==> src/rtl/thcop_pkg.sv <==
// types, constants and helpers of the tcp header checker
`timescale 1ns / 1ps

package thcop_pkg;

    localparam int DEF_MAX_CAPTURE_BYTES = 65535;

    // header byte positions
    localparam int HDR_BYTES     = 20;
    localparam int POS_SPORT_LO  = 1;
    localparam int POS_DPORT_LO  = 3;
    localparam int POS_ACK_FIRST = 8;
    localparam int POS_ACK_LAST  = 11;
    localparam int POS_OFFSET    = 12;
    localparam int POS_FLAGS     = 13;
    localparam int MIN_HDR_WORDS = 5;

    // flag bits
    localparam logic [7:0] FLAG_FIN   = 8'h01;
    localparam logic [7:0] FLAG_SYN   = 8'h02;
    localparam logic [7:0] FLAG_RST   = 8'h04;
    localparam logic [7:0] FLAG_ACK   = 8'h10;
    localparam logic [7:0] FLAG_MINOR = 8'hE8;

    // option kinds
    localparam logic [7:0] OPT_NOP  = 8'd1;
    localparam logic [7:0] OPT_MSS  = 8'd2;
    localparam logic [7:0] OPT_SACK = 8'd5;
    localparam logic [7:0] OPT_TS   = 8'd8;
    localparam logic [6:0] MSS_SPAN = 7'd4;

    // legal sack option sizes
    localparam logic [7:0] SACK_LEN_1 = 8'd10;
    localparam logic [7:0] SACK_LEN_2 = 8'd18;
    localparam logic [7:0] SACK_LEN_3 = 8'd26;
    localparam logic [7:0] SACK_LEN_4 = 8'd34;

    typedef enum logic [2:0] {
        CAUSE_NONE   = 3'd0,
        CAUSE_OFFSET = 3'd1,
        CAUSE_PORT   = 3'd2,
        CAUSE_ACK    = 3'd3,
        CAUSE_SYN    = 3'd4,
        CAUSE_FLAGS  = 3'd5,
        CAUSE_OPTLEN = 3'd6,
        CAUSE_SACK   = 3'd7
    } t_cause;

    // walk phase: waiting for a kind, for a size, or inside a body
    typedef enum logic [1:0] {
        CUR_KIND = 2'd0,
        CUR_SIZE = 2'd1,
        CUR_BODY = 2'd2
    } t_cursor;

    typedef struct packed {
        logic [7:0]  seg_byte;
        logic [15:0] seg_total_len;
        logic        last_byte;
    } t_seg_word;

    typedef struct packed {
        logic        header_short;
        logic        bogus;
        logic [2:0]  bogus_cause;
        logic        mss_seen;
        logic [15:0] mss_value;
        logic        timestamp_seen;
        logic [5:0]  unknown_option_bytes;
    } t_res_word;

    typedef struct packed {
        logic [6:0]  walk_used;
        t_cursor     cursor;
        logic        kind_sack;
        t_cause      fault;
        logic [2:0]  mss_pending;
        logic        mss_seen;
        logic [15:0] mss_hold;
        logic        ts_seen;
    } t_walk;

    localparam t_walk WALK_CLEAR = '{
        walk_used:   7'd0,
        cursor:      CUR_KIND,
        kind_sack:   1'b0,
        fault:       CAUSE_NONE,
        mss_pending: 3'd0,
        mss_seen:    1'b0,
        mss_hold:    16'd0,
        ts_seen:     1'b0
    };

    // segment state frozen on the last byte
    typedef struct packed {
        logic        cap_short;
        logic        cap_opt_lt2;
        logic        sack_over;
        logic [15:0] held_len;
        logic [1:0]  port_bits;
        logic        ack_nz;
        logic [3:0]  hdr_words;
        logic [7:0]  flags;
        t_walk       walk;
    } t_snap;

    // option bytes implied by the data offset
    function automatic logic [5:0] opt_len_of(input logic [3:0] hdr_words);
        logic [5:0] res;
        if (hdr_words >= 4'(MIN_HDR_WORDS)) begin
            res = {hdr_words, 2'b00} - 6'(HDR_BYTES);
        end else begin
            res = 6'd0;
        end
        return res;
    endfunction

endpackage

==> src/rtl/thcop_verdict.sv <==
// header checks and final option verdict from the frozen segment state
`timescale 1ns / 1ps

module thcop_verdict (
    input  thcop_pkg::t_snap     i_snap,
    output thcop_pkg::t_res_word o_res
);

    logic [5:0]        doff;
    logic [5:0]        opt_len;
    logic [7:0]        core_flags;
    thcop_pkg::t_cause hdr_cause;
    thcop_pkg::t_cause walk_cause;

    assign doff       = {i_snap.hdr_words, 2'b00};
    assign opt_len    = thcop_pkg::opt_len_of(i_snap.hdr_words);
    assign core_flags = i_snap.flags & ~thcop_pkg::FLAG_MINOR;

    always_comb begin
        hdr_cause = thcop_pkg::CAUSE_NONE;
        if ((doff < 6'(thcop_pkg::HDR_BYTES)) || (16'(doff) > i_snap.held_len)) begin
            hdr_cause = thcop_pkg::CAUSE_OFFSET;
        end else if (i_snap.port_bits != 2'b11) begin
            hdr_cause = thcop_pkg::CAUSE_PORT;
        end else if (((i_snap.flags & thcop_pkg::FLAG_ACK) != 8'd0) && !i_snap.ack_nz) begin
            hdr_cause = thcop_pkg::CAUSE_ACK;
        end else if ((i_snap.flags == thcop_pkg::FLAG_SYN)
                     && (i_snap.held_len > 16'(doff))) begin
            hdr_cause = thcop_pkg::CAUSE_SYN;
        end else if (!(core_flags inside {
                         thcop_pkg::FLAG_ACK,
                         thcop_pkg::FLAG_SYN,
                         thcop_pkg::FLAG_SYN | thcop_pkg::FLAG_ACK,
                         thcop_pkg::FLAG_FIN | thcop_pkg::FLAG_ACK,
                         thcop_pkg::FLAG_FIN,
                         thcop_pkg::FLAG_RST,
                         thcop_pkg::FLAG_RST | thcop_pkg::FLAG_ACK})) begin
            hdr_cause = thcop_pkg::CAUSE_FLAGS;
        end
    end

    // sack left open at the end of the capture counts as a sack fault
    always_comb begin
        walk_cause = i_snap.walk.fault;
        if ((walk_cause == thcop_pkg::CAUSE_NONE) && i_snap.walk.kind_sack
            && ((i_snap.walk.cursor == thcop_pkg::CUR_SIZE)
                || ((i_snap.walk.cursor == thcop_pkg::CUR_BODY) && i_snap.sack_over))) begin
            walk_cause = thcop_pkg::CAUSE_SACK;
        end
    end

    always_comb begin
        o_res = '0;
        if (i_snap.cap_short) begin
            o_res.header_short = 1'b1;
        end else if (hdr_cause != thcop_pkg::CAUSE_NONE) begin
            o_res.bogus       = 1'b1;
            o_res.bogus_cause = hdr_cause;
        end else if ((opt_len == 6'd0) || i_snap.cap_opt_lt2) begin
            o_res.unknown_option_bytes = opt_len;
        end else begin
            if (walk_cause != thcop_pkg::CAUSE_NONE) begin
                o_res.bogus       = 1'b1;
                o_res.bogus_cause = walk_cause;
            end else if (i_snap.walk.walk_used < {1'b0, opt_len}) begin
                o_res.unknown_option_bytes = opt_len - i_snap.walk.walk_used[5:0];
            end
            if (i_snap.walk.mss_seen) begin
                o_res.mss_seen  = 1'b1;
                o_res.mss_value = i_snap.walk.mss_hold;
            end
            o_res.timestamp_seen = i_snap.walk.ts_seen;
        end
    end

endmodule

==> config.mk <==
export PLATFORM = sky130hd
export DESIGN_NAME = thcop_verdict
export DESIGN_NICKNAME = d
export VERILOG_FILES = /design/src/rtl/thcop_pkg.sv /design/src/rtl/thcop_verdict.sv
export SDC_FILE = /design/constraint.sdc
export NUM_CORES = 1
export LEC_CHECK = 0
export BUFFER_PORTS_ARGS = -buffer_cell sky130_fd_sc_hd__buf_2
export CAP_MARGIN = 20
export CORE_MARGIN = 10
export CORE_UTILIZATION = 37
export DETAILED_ROUTE_END_ITERATION = 7
export PLACE_DENSITY = 0.81
export REMOVE_ABC_BUFFERS = 1
export SLEW_MARGIN = 20
export SYNTH_ARGS = -nofsm -noshare
export SYNTH_HDL_FRONTEND = slang
export SYNTH_SLANG_ARGS = --single-unit
==> constraint.sdc <==
create_clock -name vclk -period 3.3
set_input_delay 0.66 -clock vclk [all_inputs]
set_output_delay 0.66 -clock vclk [all_outputs]
set_load 0.01 [all_outputs]
# --- Yosys cells after proc, flatten, opt, wreduce, memory -nomap -nowiden ---
# Index checks and enable logic that the tools add are counted.
totals:
  wordCells: 49
  reg_bits: 0
  out_inout_bits: 29
  in_bits: 68
op_classes:
  n_mux: 17
  eq_ne: 11
  n_lt_le_gt_ge: 5
  n_reduce_logical: 14
  addsub: 2
ops:
  columns: ["op", "n"]
  rows:
  - ["$mux 28", 1]
  - ["$mux 24", 1]
  - ["$mux 6", 4]
  - ["$mux 22", 1]
  - ["$mux 3", 6]
  - ["$mux 17", 1]
  - ["$eq 4x4->1 const B", 4]
  - ["$gt 16x6->1", 1]
  - ["$gt 6x16->1", 1]
  - ["$eq 8x2->1 const B", 1]
  - ["$mux 4", 2]
  - ["$lt 7x6->1", 1]
  - ["$reduce_bool 7->1", 1]
  - ["$logic_not 6->1", 1]
  - ["$lt 6x5->1 const B", 1]
  - ["$reduce_bool 3->1", 2]
  - ["$sub 6x5->6 const B", 1]
  - ["$sub 6x6->6", 1]
  - ["$logic_and 1x1->1", 5]
  - ["$eq 4x1->1 const B", 1]
  - ["$eq 4x2->1 const B", 1]
  - ["$eq 4x3->1 const B", 1]
  - ["$ge 4x3->1 const B", 1]
  - ["$logic_not 3->1", 1]
  - ["6 further kinds", 8]

# --- Depth between registers and ports, before layout ---
depth:
  ltp_word: 10
  depth_mapped: 12
  ltp_nobuf: 12

# --- Worst setup path after synthesis ---
# No wires, ideal clock.
synth_timing:
  path_kind: "input port to output port"
  start: "in i_snap[43] (netlist bit)"
  end: "out o_res[5] (netlist bit)"
  setup_slack_ns: -0.320
  arrival_ns: 2.960
  cell_stages: 11
  n_path_buf: 0
  path_cell_list: "inv_1 ha_1 nand2b_1 a21oi_1 nor2_1 ha_1 or3b_1 a211oi_1 xor2_1 nand4_1 a21oi_1"
synth_lines:
  columns: ["element", "line_no", "text"]
  rows:
  - ["from (decl)", "thcop_verdict.sv:5", "input thcop_pkg::t_snap i_snap,"]
  - ["to (decl)", "thcop_verdict.sv:6", "output thcop_pkg::t_res_word o_res"]

==> impl_metrics.tcl <==
set metrics [dict create \
    status "complete, but fails checks" \
    violations "negative setup slack" \
    die_w_um 76.02 \
    crit_type "in -> out" \
    coreArea_um2 3028 \
    timing.slew.headroom 0.3500 \
    netlist_area_um2 1161 \
    p_clk_frac 0 \
    setup_viol 5 \
    clock_buffers 0 \
    first_pass_iters 4 \
    grt_use_total 0.1458 \
    num_rows 20 \
    hold_depth 2 \
    design.seq.count 0 \
    holdPathEnd "o_res[28]" \
    crit_fanout 4 \
    grt_overflow 0 \
    drc 0 \
    grt_pass1_vias 1670 \
    gp_congestion 0.8568 \
    cp_data_arrival_time_ns 2.88 \
    pre_cts_ws_ns -0.3674 \
    nets 362 \
    p_int_uw 127.1 \
    num_io_pins 97 \
    switchingPower_uw 127.3 \
    avgRoutedWirePerCell_um 16.16 \
    seq_area_um2 0 \
    synth-simple-area-share 0.4580 \
    ys_warn_count 0 \
    synth_cell_types 48 \
    area_delta_synth_final_pct 94.72 \
    fillers 207 \
    cts_hold_buf 0 \
    drt-total-wl_mm 5.205 \
    synth_mux_area_frac 0 \
    hpwl_mm 3.801 \
    synth_xor_xnor_area_share 0.03017 \
    final_cell_mix "buf_2, inv_1, buf_4" \
    rsz0062_at_grt "true" \
    hp-class "in -> out" \
    worst_slew_pin_slew_ns 0.9690 \
    synth_top_family_by_area "simple AND/OR/NAND/NOR gates" \
    finalCriticalPeriod_ns 3.536 \
    insertedDiodeCount 0 \
    synth_fa_ha_area_frac 0.1509 \
    cp_common_cell "ha_4" \
    drv_cap 0 \
    fin_crit_sh 1.071 \
    min_from "i_snap[67]" \
    numPortBuffers 94 \
    crit_path_end_kind "output pin" \
    final_cell_area_um2 2261 \
    cp_cell_sequence "buf_8 -> inv_6 -> ha_4 -> nand2b_4 -> a21oi_4 -> nor2_4 -> ha_4 -> or3b_4 -> a211oi_2 -> xor2_1 -> nand4_1 -> a21oi_2 -> buf_2" \
    finalHoldViolCount 0 \
    drive_gt1_frac 0.6367 \
    syn_inst 159 \
    powerDensity_nw_per_um2 112.5 \
    final_common_cell "buf_2" \
    post_dp_cell_area_um2 1803 \
    maxClockFrequency_mhz 282.8 \
    dieArea_um2 5779 \
    cpMaxStageDelayCell "or3b_4" \
    grt_first_pass_wirelength_mm 7.631 \
    via_count 1626 \
    pwr-share-seq 0 \
    cp.required_ns 2.64 \
    p_sw_frac 0.5005 \
    synth-compound-area-share 0.2306 \
    dp_cells 312 \
    tns_ns -0.3547 \
    ant_nets 0 \
    setup_ws_ns -0.2356 \
    finalMaxSlewViolations 0 \
    final_cell_count_no_fill 322 \
    p_leak_nw 1.149 \
    initial_core_util 0.3835 \
    p_comb_frac 1.000 \
    peakVddDrop_mv 0.08028 \
    worstSetupStartpointType "input pin" \
    synth.avg_cell_area_um2 7.303 \
    via_per_inst 5.050 \
    fin_util 0.7467 \
    drt_iter0_drc 46 \
    die_h_um 76.02 \
    grt_start_max_net_pins 19 \
    cp_slowest_stage_delay_ns 0.38 \
    yosysSeqAreaShare 0 \
    antenna_found_initial 0 \
]
-- power groups by stage --
| stage | registers (mW) | logic [mW] | clock network, mW |
|---|---|---|---|
| after floorplan | 0 | 0.0981 | 0 |
| final | 0 | 0.254 | 0 |
| after global routing | 0 | 0.276 | 0 |
| after CTS | 0 | 0.223 | 0 |
| after detailed placement | 0 | 0.190 | 0 |
| after global placement | 0 | 0.184 | 0 |
-- area by class of cell --
cell class | instances | area [um2] | share of cell area
inverter | 32 | 127.6 | 0.05645
multi-input combinational | 124 | 1291 | 0.5711
tap | 44 | 55.05 | 0.02435
timing repair buffer | 122 | 787.0 | 0.3481
-- cells by family after synthesis --
logic type | Yosys count
adder cells (fa/ha/maj) | 14
XOR/XNOR | 4
AO/OA/AOI/OAI | 33
buffers and inverters | 35
AND/OR/NAND/NOR | 73
-- cell usage after synthesis (3+ instances only) --
master    number  share of area
inv_1         31           0.10
ha_1          14           0.15
nor3_1        14          0.060
o21ai_0        8          0.034
nor2_1         7          0.023
nor3_2         7          0.060
nand2b_1       6          0.032
nor2b_1        6          0.032
a21oi_1        5          0.022
nand3_1        5          0.022
a211oi_1       3          0.019
nand2_1        3         0.0097
nand4_1        3          0.016
nand4b_1       3          0.023
nor4_2         3          0.032
xor2_1         3          0.023
-- worst max path at each step --
stage,endpoint,depth (start not counted),slack (ns),startpoint
2_1_floorplan,o_res[5],11,-0.32,i_snap[43]
3_3_place_gp,o_res[5],13,-0.30,i_snap[43]
3_5_place_dp,o_res[5],13,-0.37,i_snap[43]
4_1_cts,o_res[5],13,-0.11,i_snap[43]
5_1_grt,o_res[5],13,-0.31,i_snap[43]
6_report,o_res[5],13,-0.24,i_snap[43]
-- through the flow --
stage / power (mW) / hold WS [ns]
final: 0.2545 / 1.615
after global placement: 0.1841 / 1.611
after floorplan: 0.09814 / 1.320
after detailed placement: 0.1901 / 1.612
after CTS: 0.2232 / 1.611
after global routing: 0.2756 / 1.619
-- per-layer routing --
layer	share of wire	track usage	vias up
met1	0.39	0.1639	748
met3	0.058	0.02830	4
met2	0.54	0.2857	65
met4	0.0069	0.001894	0
met5	0	0	-
li1	-	-	809
-- critical path, delay by kind of cell --
kind	cells	cell delay (ns)
AO/OA/AOI/OAI	3	0.60
adder cells (fa/ha/maj)	2	0.40
buffers and inverters	3	0.27
XOR/XNOR	1	0.18
AND/OR/NAND/NOR	4	0.75
-- timing repair --
action | CTS | global route
pin swaps | 17 | 13
cloned | 0 | 3
buffers inserted | 4 | 4
resized for setup | 36 | 32
endpoints found under the setup margin | 6 | 28
No activity file was read; power rests on OpenSTA's default activity.
