==> src/rtl/thcop_pkg.sv <==
// types, constants and helpers of the tcp header checker
`timescale 1ns / 1ps

package thcop_pkg;

    localparam int DEF_MAX_CAPTURE_BYTES = 65535;

    // header byte positions
    localparam int HDR_BYTES     = 20;
    localparam int POS_SPORT_LO  = 1;
    localparam int POS_DPORT_LO  = 3;
    localparam int POS_ACK_FIRST = 8;
    localparam int POS_ACK_LAST  = 11;
    localparam int POS_OFFSET    = 12;
    localparam int POS_FLAGS     = 13;
    localparam int MIN_HDR_WORDS = 5;

    // flag bits
    localparam logic [7:0] FLAG_FIN   = 8'h01;
    localparam logic [7:0] FLAG_SYN   = 8'h02;
    localparam logic [7:0] FLAG_RST   = 8'h04;
    localparam logic [7:0] FLAG_ACK   = 8'h10;
    localparam logic [7:0] FLAG_MINOR = 8'hE8;

    // option kinds
    localparam logic [7:0] OPT_NOP  = 8'd1;
    localparam logic [7:0] OPT_MSS  = 8'd2;
    localparam logic [7:0] OPT_SACK = 8'd5;
    localparam logic [7:0] OPT_TS   = 8'd8;
    localparam logic [6:0] MSS_SPAN = 7'd4;

    // legal sack option sizes
    localparam logic [7:0] SACK_LEN_1 = 8'd10;
    localparam logic [7:0] SACK_LEN_2 = 8'd18;
    localparam logic [7:0] SACK_LEN_3 = 8'd26;
    localparam logic [7:0] SACK_LEN_4 = 8'd34;

    typedef enum logic [2:0] {
        CAUSE_NONE   = 3'd0,
        CAUSE_OFFSET = 3'd1,
        CAUSE_PORT   = 3'd2,
        CAUSE_ACK    = 3'd3,
        CAUSE_SYN    = 3'd4,
        CAUSE_FLAGS  = 3'd5,
        CAUSE_OPTLEN = 3'd6,
        CAUSE_SACK   = 3'd7
    } t_cause;

    // walk phase: waiting for a kind, for a size, or inside a body
    typedef enum logic [1:0] {
        CUR_KIND = 2'd0,
        CUR_SIZE = 2'd1,
        CUR_BODY = 2'd2
    } t_cursor;

    typedef struct packed {
        logic [7:0]  seg_byte;
        logic [15:0] seg_total_len;
        logic        last_byte;
    } t_seg_word;

    typedef struct packed {
        logic        header_short;
        logic        bogus;
        logic [2:0]  bogus_cause;
        logic        mss_seen;
        logic [15:0] mss_value;
        logic        timestamp_seen;
        logic [5:0]  unknown_option_bytes;
    } t_res_word;

    typedef struct packed {
        logic [6:0]  walk_used;
        t_cursor     cursor;
        logic        kind_sack;
        t_cause      fault;
        logic [2:0]  mss_pending;
        logic        mss_seen;
        logic [15:0] mss_hold;
        logic        ts_seen;
    } t_walk;

    localparam t_walk WALK_CLEAR = '{
        walk_used:   7'd0,
        cursor:      CUR_KIND,
        kind_sack:   1'b0,
        fault:       CAUSE_NONE,
        mss_pending: 3'd0,
        mss_seen:    1'b0,
        mss_hold:    16'd0,
        ts_seen:     1'b0
    };

    // segment state frozen on the last byte
    typedef struct packed {
        logic        cap_short;
        logic        cap_opt_lt2;
        logic        sack_over;
        logic [15:0] held_len;
        logic [1:0]  port_bits;
        logic        ack_nz;
        logic [3:0]  hdr_words;
        logic [7:0]  flags;
        t_walk       walk;
    } t_snap;

    // option bytes implied by the data offset
    function automatic logic [5:0] opt_len_of(input logic [3:0] hdr_words);
        logic [5:0] res;
        if (hdr_words >= 4'(MIN_HDR_WORDS)) begin
            res = {hdr_words, 2'b00} - 6'(HDR_BYTES);
        end else begin
            res = 6'd0;
        end
        return res;
    endfunction

endpackage

==> src/rtl/thcop_opt_walk.sv <==
// tcp option walker: one option byte per cycle while i_en is high, tracks mss, timestamp and faults
`timescale 1ns / 1ps

module thcop_opt_walk (
    input  logic              i_clk,
    input  logic              i_rst_n,
    input  logic              i_en,
    input  logic              i_clr,
    input  logic [5:0]        i_pos,
    input  logic [7:0]        i_byte,
    input  logic [7:0]        i_prev_byte,
    input  logic [5:0]        i_opt_len,
    output thcop_pkg::t_walk  o_walk_next
);

    thcop_pkg::t_walk   r_walk;
    thcop_pkg::t_walk   n_walk;
    thcop_pkg::t_cursor n_cursor;

    logic       kind_hit;
    logic       size_hit;
    logic       sack_bad;
    logic       size_bad;
    logic [8:0] size_sum;
    logic [6:0] pos_w;
    logic [7:0] opt_len_b;

    assign pos_w     = {1'b0, i_pos};
    assign opt_len_b = {2'b00, i_opt_len};
    assign size_sum  = {2'b00, r_walk.walk_used} + {1'b0, i_byte};

    assign kind_hit = i_en && (r_walk.fault == thcop_pkg::CAUSE_NONE)
                   && (r_walk.cursor != thcop_pkg::CUR_SIZE) && (pos_w == r_walk.walk_used);
    assign size_hit = i_en && (r_walk.fault == thcop_pkg::CAUSE_NONE)
                   && (r_walk.cursor == thcop_pkg::CUR_SIZE)
                   && (pos_w == r_walk.walk_used + 7'd1);

    always_comb begin
        sack_bad = 1'b0;
        if (r_walk.kind_sack) begin
            sack_bad = !(i_byte inside {thcop_pkg::SACK_LEN_1, thcop_pkg::SACK_LEN_2,
                                        thcop_pkg::SACK_LEN_3, thcop_pkg::SACK_LEN_4})
                    || (size_sum > {1'b0, opt_len_b});
        end
        size_bad = (i_byte == 8'd0) || (i_byte > opt_len_b);
    end

    // walk phase
    always_comb begin
        n_cursor = r_walk.cursor;
        if (kind_hit) begin
            n_cursor = (i_byte == thcop_pkg::OPT_NOP) ? thcop_pkg::CUR_KIND
                                                      : thcop_pkg::CUR_SIZE;
        end else if (size_hit && !sack_bad && !size_bad) begin
            n_cursor = thcop_pkg::CUR_BODY;
        end
    end

    // option findings
    always_comb begin
        n_walk = r_walk;
        if (i_en) begin
            if (r_walk.mss_pending[0]) begin
                n_walk.mss_hold = {i_prev_byte, i_byte};
                n_walk.mss_seen = 1'b1;
            end
            n_walk.mss_pending = r_walk.mss_pending >> 1;
        end
        if (kind_hit) begin
            n_walk.kind_sack = (i_byte == thcop_pkg::OPT_SACK);
            if ((i_byte == thcop_pkg::OPT_MSS)
                && (r_walk.walk_used + thcop_pkg::MSS_SPAN <= {1'b0, i_opt_len})) begin
                n_walk.mss_pending[2] = 1'b1;
            end
            if (i_byte == thcop_pkg::OPT_TS) begin
                n_walk.ts_seen = 1'b1;
            end
            if (i_byte == thcop_pkg::OPT_NOP) begin
                n_walk.walk_used = pos_w + 7'd1;
            end
        end else if (size_hit) begin
            if (sack_bad) begin
                n_walk.fault = thcop_pkg::CAUSE_SACK;
            end else if (size_bad) begin
                n_walk.fault = thcop_pkg::CAUSE_OPTLEN;
            end else begin
                n_walk.walk_used = size_sum[6:0];
            end
        end
        n_walk.cursor = n_cursor;
    end

    assign o_walk_next = n_walk;

    always_ff @(posedge i_clk) begin
        if (!i_rst_n || i_clr) begin
            r_walk <= thcop_pkg::WALK_CLEAR;
        end else begin
            r_walk <= n_walk;
        end
    end

endmodule

==> config.mk <==
export PLATFORM = sky130hd
export DESIGN_NAME = thcop_opt_walk
export DESIGN_NICKNAME = d
export VERILOG_FILES = /design/src/rtl/thcop_pkg.sv /design/src/rtl/thcop_opt_walk.sv
export SDC_FILE = /design/constraint.sdc
export NUM_CORES = 1
export LEC_CHECK = 0
export ABC_CLOCK_PERIOD_IN_PS = 5200
export BUFFER_PORTS_ARGS = -buffer_cell sky130_fd_sc_hd__buf_2
export CAP_MARGIN = 30
export CORE_MARGIN = 2
export CORE_UTILIZATION = 54
export DETAILED_ROUTE_END_ITERATION = 10
export HOLD_SLACK_MARGIN = 0.15
export PLACE_DENSITY = 0.81
export SLEW_MARGIN = 10
export SYNTH_ARGS = -nofsm -noshare
export SYNTH_HDL_FRONTEND = slang
export SYNTH_SLANG_ARGS = --single-unit
==> constraint.sdc <==
create_clock -name i_clk -period 5.2 [get_ports i_clk]
set_input_delay 0.78 -clock i_clk [delete_from_list [all_inputs] [get_ports i_clk]]
set_output_delay 0.78 -clock i_clk [all_outputs]
set_load 0.05 [all_outputs]
# Yosys cells after proc, flatten, opt, wreduce, memory -nomap -nowiden
# Cells that the tools add are included.
# word_totals
output_inout_bits	34
reg_bits	34
wordCells	65
inputBits	32
# op_classes
muxes	20
n_eq_ne	12
n_reduce_logical	18
n_addsub	4
magnitude_cmp	3
# op_table
cell	n
$mux 7	5
$mux 20	1
$mux 17	1
$eq 8x4->1 const B	2
$eq 8x5->1 const B	2
$eq 6x7->1	2
$mux 3	4
$add 7x8->9	1
$gt 9x6->1	1
$eq 8x1->1 const B	1
$eq 8x2->1 const B	1
$eq 8x3->1 const B	1
$eq 8x6->1 const B	1
$gt 8x6->1	1
$logic_and 1x1->1	8
$logic_not 8->1	1
$add 6x1->7 const B	1
$add 7x1->7 const B	1
$add 7x3->7 const B	1
$le 7x6->1	1
$mux 1	7
$logic_not 1->1	4
$mux 2	2
$reduce_bool 4->1	1
4 further kinds	6

# Depth between registers and ports, before layout
# logic_depth
word_depth	10
mapped_depth	13

# Least setup slack after synthesis
# No wires, ideal clock.
# synth_timing
path_type	in2out
start	input i_byte[0]
end	output o_walk_next[27] (netlist name)
slack_ps	-241
t_arrival_ps	4661
cell_stages	13
path_buffers	0
path_cell_list	ha_1 > fa_1 > a21o_1 > a21oi_1 > xor2_1 > inv_1 > ha_1 > nand4_1 > o21ai_0 > nand4_1 > o41ai_4 > a311oi_1 > a211oi_1
# synth_lines
item	line_no	text
from (decl)	thcop_opt_walk.sv:10	input logic [7:0] i_byte,
to (decl)	thcop_opt_walk.sv:13	output thcop_pkg::t_walk o_walk_next

==> results.toml <==
[power]
power_frac_seq_pct = 39.9
intPower_w = 0.000491
swShare_pct = 24.7
power_density_mw_per_mm2 = 193
vdd_drop_max_v = 0.000160
leakagePower_nw = 1.60
p_clk_share_pct = 45.6
p_sw_w = 0.000161
combPwrFrac_pct = 14.4

[synth]
synthesis.instances = 308
avgSynthCellArea_um2 = 8.86
postSynth.asyncResetShare_pct = 0
synth-seq-cells = 34
syn-cell-area_mm2 = 0.00273
synth_edf_count = 0
synth-seq-area-share_pct = 24.9
synth_ff_type = "dfxtp_1"
syn_nets = 369
synth.distinct_cells = 55
yosys_warnings = 0

[drt]
vias_per_cell = 5.84
wl_um = 7380
dr.pass1.iters = 4
drt_iter0_drc = 209
wl_per_cell_um = 16.3
vias = 2645
drcViolationCount = 0
antenna_left = 0

[final_layout]
multiInputGateArea_mm2 = 0.00199
layout.nets = 446
syn_to_final_growth_pct = 24.0
largest_register_ffs = 34
regMostFlops = "r_walk"
fillCellCount = 382
diodes = 0
reg_top3 = "r_walk (34)"
drive_above_1_share_pct = 30.3
ff_latch_area_um2 = 681

[sta]
finClkSkew_ns = 0.00970
rsz0062_at_grt = "no"
drv_slew = 0
post-route-period-util_pct = 96.0
tightest_slew_ns = 0.970
setup_viol = 0
fin_setup_tns_ns = 0
layout_min_cycle_time_ns = 4.99
clock.fmax_ghz = 0.200
hold_viol = 0
relSlewSlack_pct = 34.8
setup_ws_ns = 0.207

[global_route]
grt_antenna_before_repair = 0
overflow = 0
grt_pass1_wl_um = 11600
grt_pass1_vias = 2497
groute.usage.overall_pct = 27.1
grt_max_degree = 21

[clocking]
h-tree-depth = 2
cts_sinks = 34
clkTransAtPathRegs_ns = 0.08
cts_buffer_depth = 2
cts_tree = "built"
clk_latency_ns = 0.28
cts_root_buffer = "clkbuf_8"
cts_buffers = 5

[worst_setup_path]
cp-start-kind = "input port"
required_ns = 4.42
cp-startpoint = "i_byte[0]"
r2r_end = "r_walk[32]$_SDFF_PP0_"
critPathMaxFanout = 6
ff2ff_setup_slack_ns = 1.33
cp-end-kind = "output port"
rr_startpoint = "r_walk[28]$_SDFF_PP0_"
reg2reg_depth = 13
crit_arrival_ns = 4.21
criticalPathCategory = "in2out"

[floorplanning]
start_util_pct = 57.0
core_area_mm2 = 0.00479
dieArea_mm2 = 0.00564
rows = 25
ios = 66
die_y_um = 75.1
die_w_um = 75.1

[worst_hold_path]
worstHoldPathType = "reg2reg"
hold_start = "r_walk[25]$_SDFF_PP0_"
min_path_cells = 2
hold-path-endpoint = "r_walk[25]$_SDFF_PP0_"

[job]
drv_cap = 0

[placed_design]
dpl.hpwl_um = 5640
gp_congestion = 0.908
io_buffers = 65
dp_worst_setup_slack_ns = 0.0333

[run_status]
outcome = "completed"
cells in the mapped netlist, types with 7 or more instances:
library cell / instances / area, um2
dfxtp_1: 34 / 681
ha_1: 28 / 350
and2_1: 23 / 144
inv_1: 18 / 67.6
a211oi_1: 16 / 120
mux2_2: 16 / 180
xnor2_1: 14 / 123
nand2_1: 13 / 48.8
o21ai_0: 13 / 65.1
nand3_1: 11 / 55.1
nor2_1: 11 / 41.3
a311oi_1: 7 / 61.3
xor2_1: 7 / 61.3
how the worst max path moves through the flow:
stage,endpoint,slack (ns),depth (start not counted)
3_5_place_dp,o_walk_next[33],0.03,16
5_1_grt,o_walk_next[28],0.005,16
2_1_floorplan,o_walk_next[31],-0.24,13
6_report,o_walk_next[33],0.21,16
3_3_place_gp,o_walk_next[33],0.09,16
4_1_cts,o_walk_next[33],0.02,16
metrics by stage:
step | instance area (um2) | total power [W] | std cells | util, % | hold slack, ns
2_1_floorplan | 2760 | 0.000323 | 308 | - | 0.465
4_1_cts | 3350 | 0.000652 | 451 | 70.0 | 0.508
6_report | 3390 | 0.000652 | 453 | 70.7 | 0.510
3_5_place_dp | 3210 | 0.000357 | 443 | 67.1 | 0.492
5_1_grt | 3390 | 0.000676 | 453 | 70.7 | 0.540
3_3_place_gp | 3210 | 0.000355 | 443 | 67.1 | 0.483
power by group through the flow:
stage	Clock (W)	Sequential [W]	Combinational [W]
after floorplan	0	0.000266	0.0000563
after global placement	0	0.000266	0.0000889
after detailed placement	0	0.000266	0.0000911
after CTS	0.000300	0.000260	0.0000923
after global routing	0.000311	0.000260	0.000105
final	0.000298	0.000260	0.0000942
timing repair:
item,in CTS,in global routing
gates resized for setup,0,8
endpoints found under the setup margin,0,10
hold buffers,0,0
setup buffers,0,2
critical path, cell delays in order:
cell,delay (ns)
buf_2,0.14
ha_1,0.24
fa_1,0.41
a21o_1,0.17
a21oi_1,0.16
xor2_1,0.21
inv_1,0.07
ha_1,0.28
nand4_1,0.15
o21ai_1,0.17
nand4_1,0.16
o41a_1,0.52
nor4_2,0.33
buf_4,0.18
nor3_2,0.03
buf_2,0.22
cell families after synthesis:
| logic type | after synthesis | synth area share [%] |
|---|---|---|
| adder cells (fa/ha/maj) | 29 | 13.6 |
| XOR/XNOR | 21 | 6.74 |
| buffers and inverters | 25 | 3.71 |
| flip-flops | 34 | 24.9 |
| multiplexers | 16 | 6.60 |
| AO/OA/AOI/OAI | 75 | 20.5 |
| AND/OR/NAND/NOR | 108 | 24.0 |
area by class of cell:
class	instances	share of cell area, %
inverter	18	2.00
clock inverter	3	2.03
timing repair buffer	77	12.5
clock buffer	5	2.03
tap	67	2.48
sequential	34	20.1
multi-input combinational	249	58.8
layout by cell type (no fill, tap or decap), drive strengths merged, types with 3 or more instances in the layout:
master  netlist  final
dfxtp        34     34
nand2b        6      6
and2         23     23
inv          18     18
or2           3      3
xnor2        14     14
nor2         11     11
o21ai        14     14
a211oi       16     16
mux2         16     16
nor3          8      8
or4           6      6
clkbuf        6      5
a21oi         6      6
or3           4      4
xor2          7      7
nand2        13     13
and3          4      4
nand4         4      4
ha           28     28
nor2b         5      5
o21a          5      5
buf           1     77
a21o          5      5
a311oi        7      7
nor4          4      4
nand3        11     11
o21bai        3      3
per-layer routing:
| layer | track usage, % | vias up | part of all wire, % |
|---|---|---|---|
| li1 | - | 1302 | - |
| met5 | 0 | - | 0 |
| met4 | 10.9 | 0 | 3.3 |
| met3 | 6.43 | 22 | 8.9 |
| met2 | 43.1 | 111 | 45 |
| met1 | 35.3 | 1210 | 43 |
No activity file was read; power rests on OpenSTA's default activity.
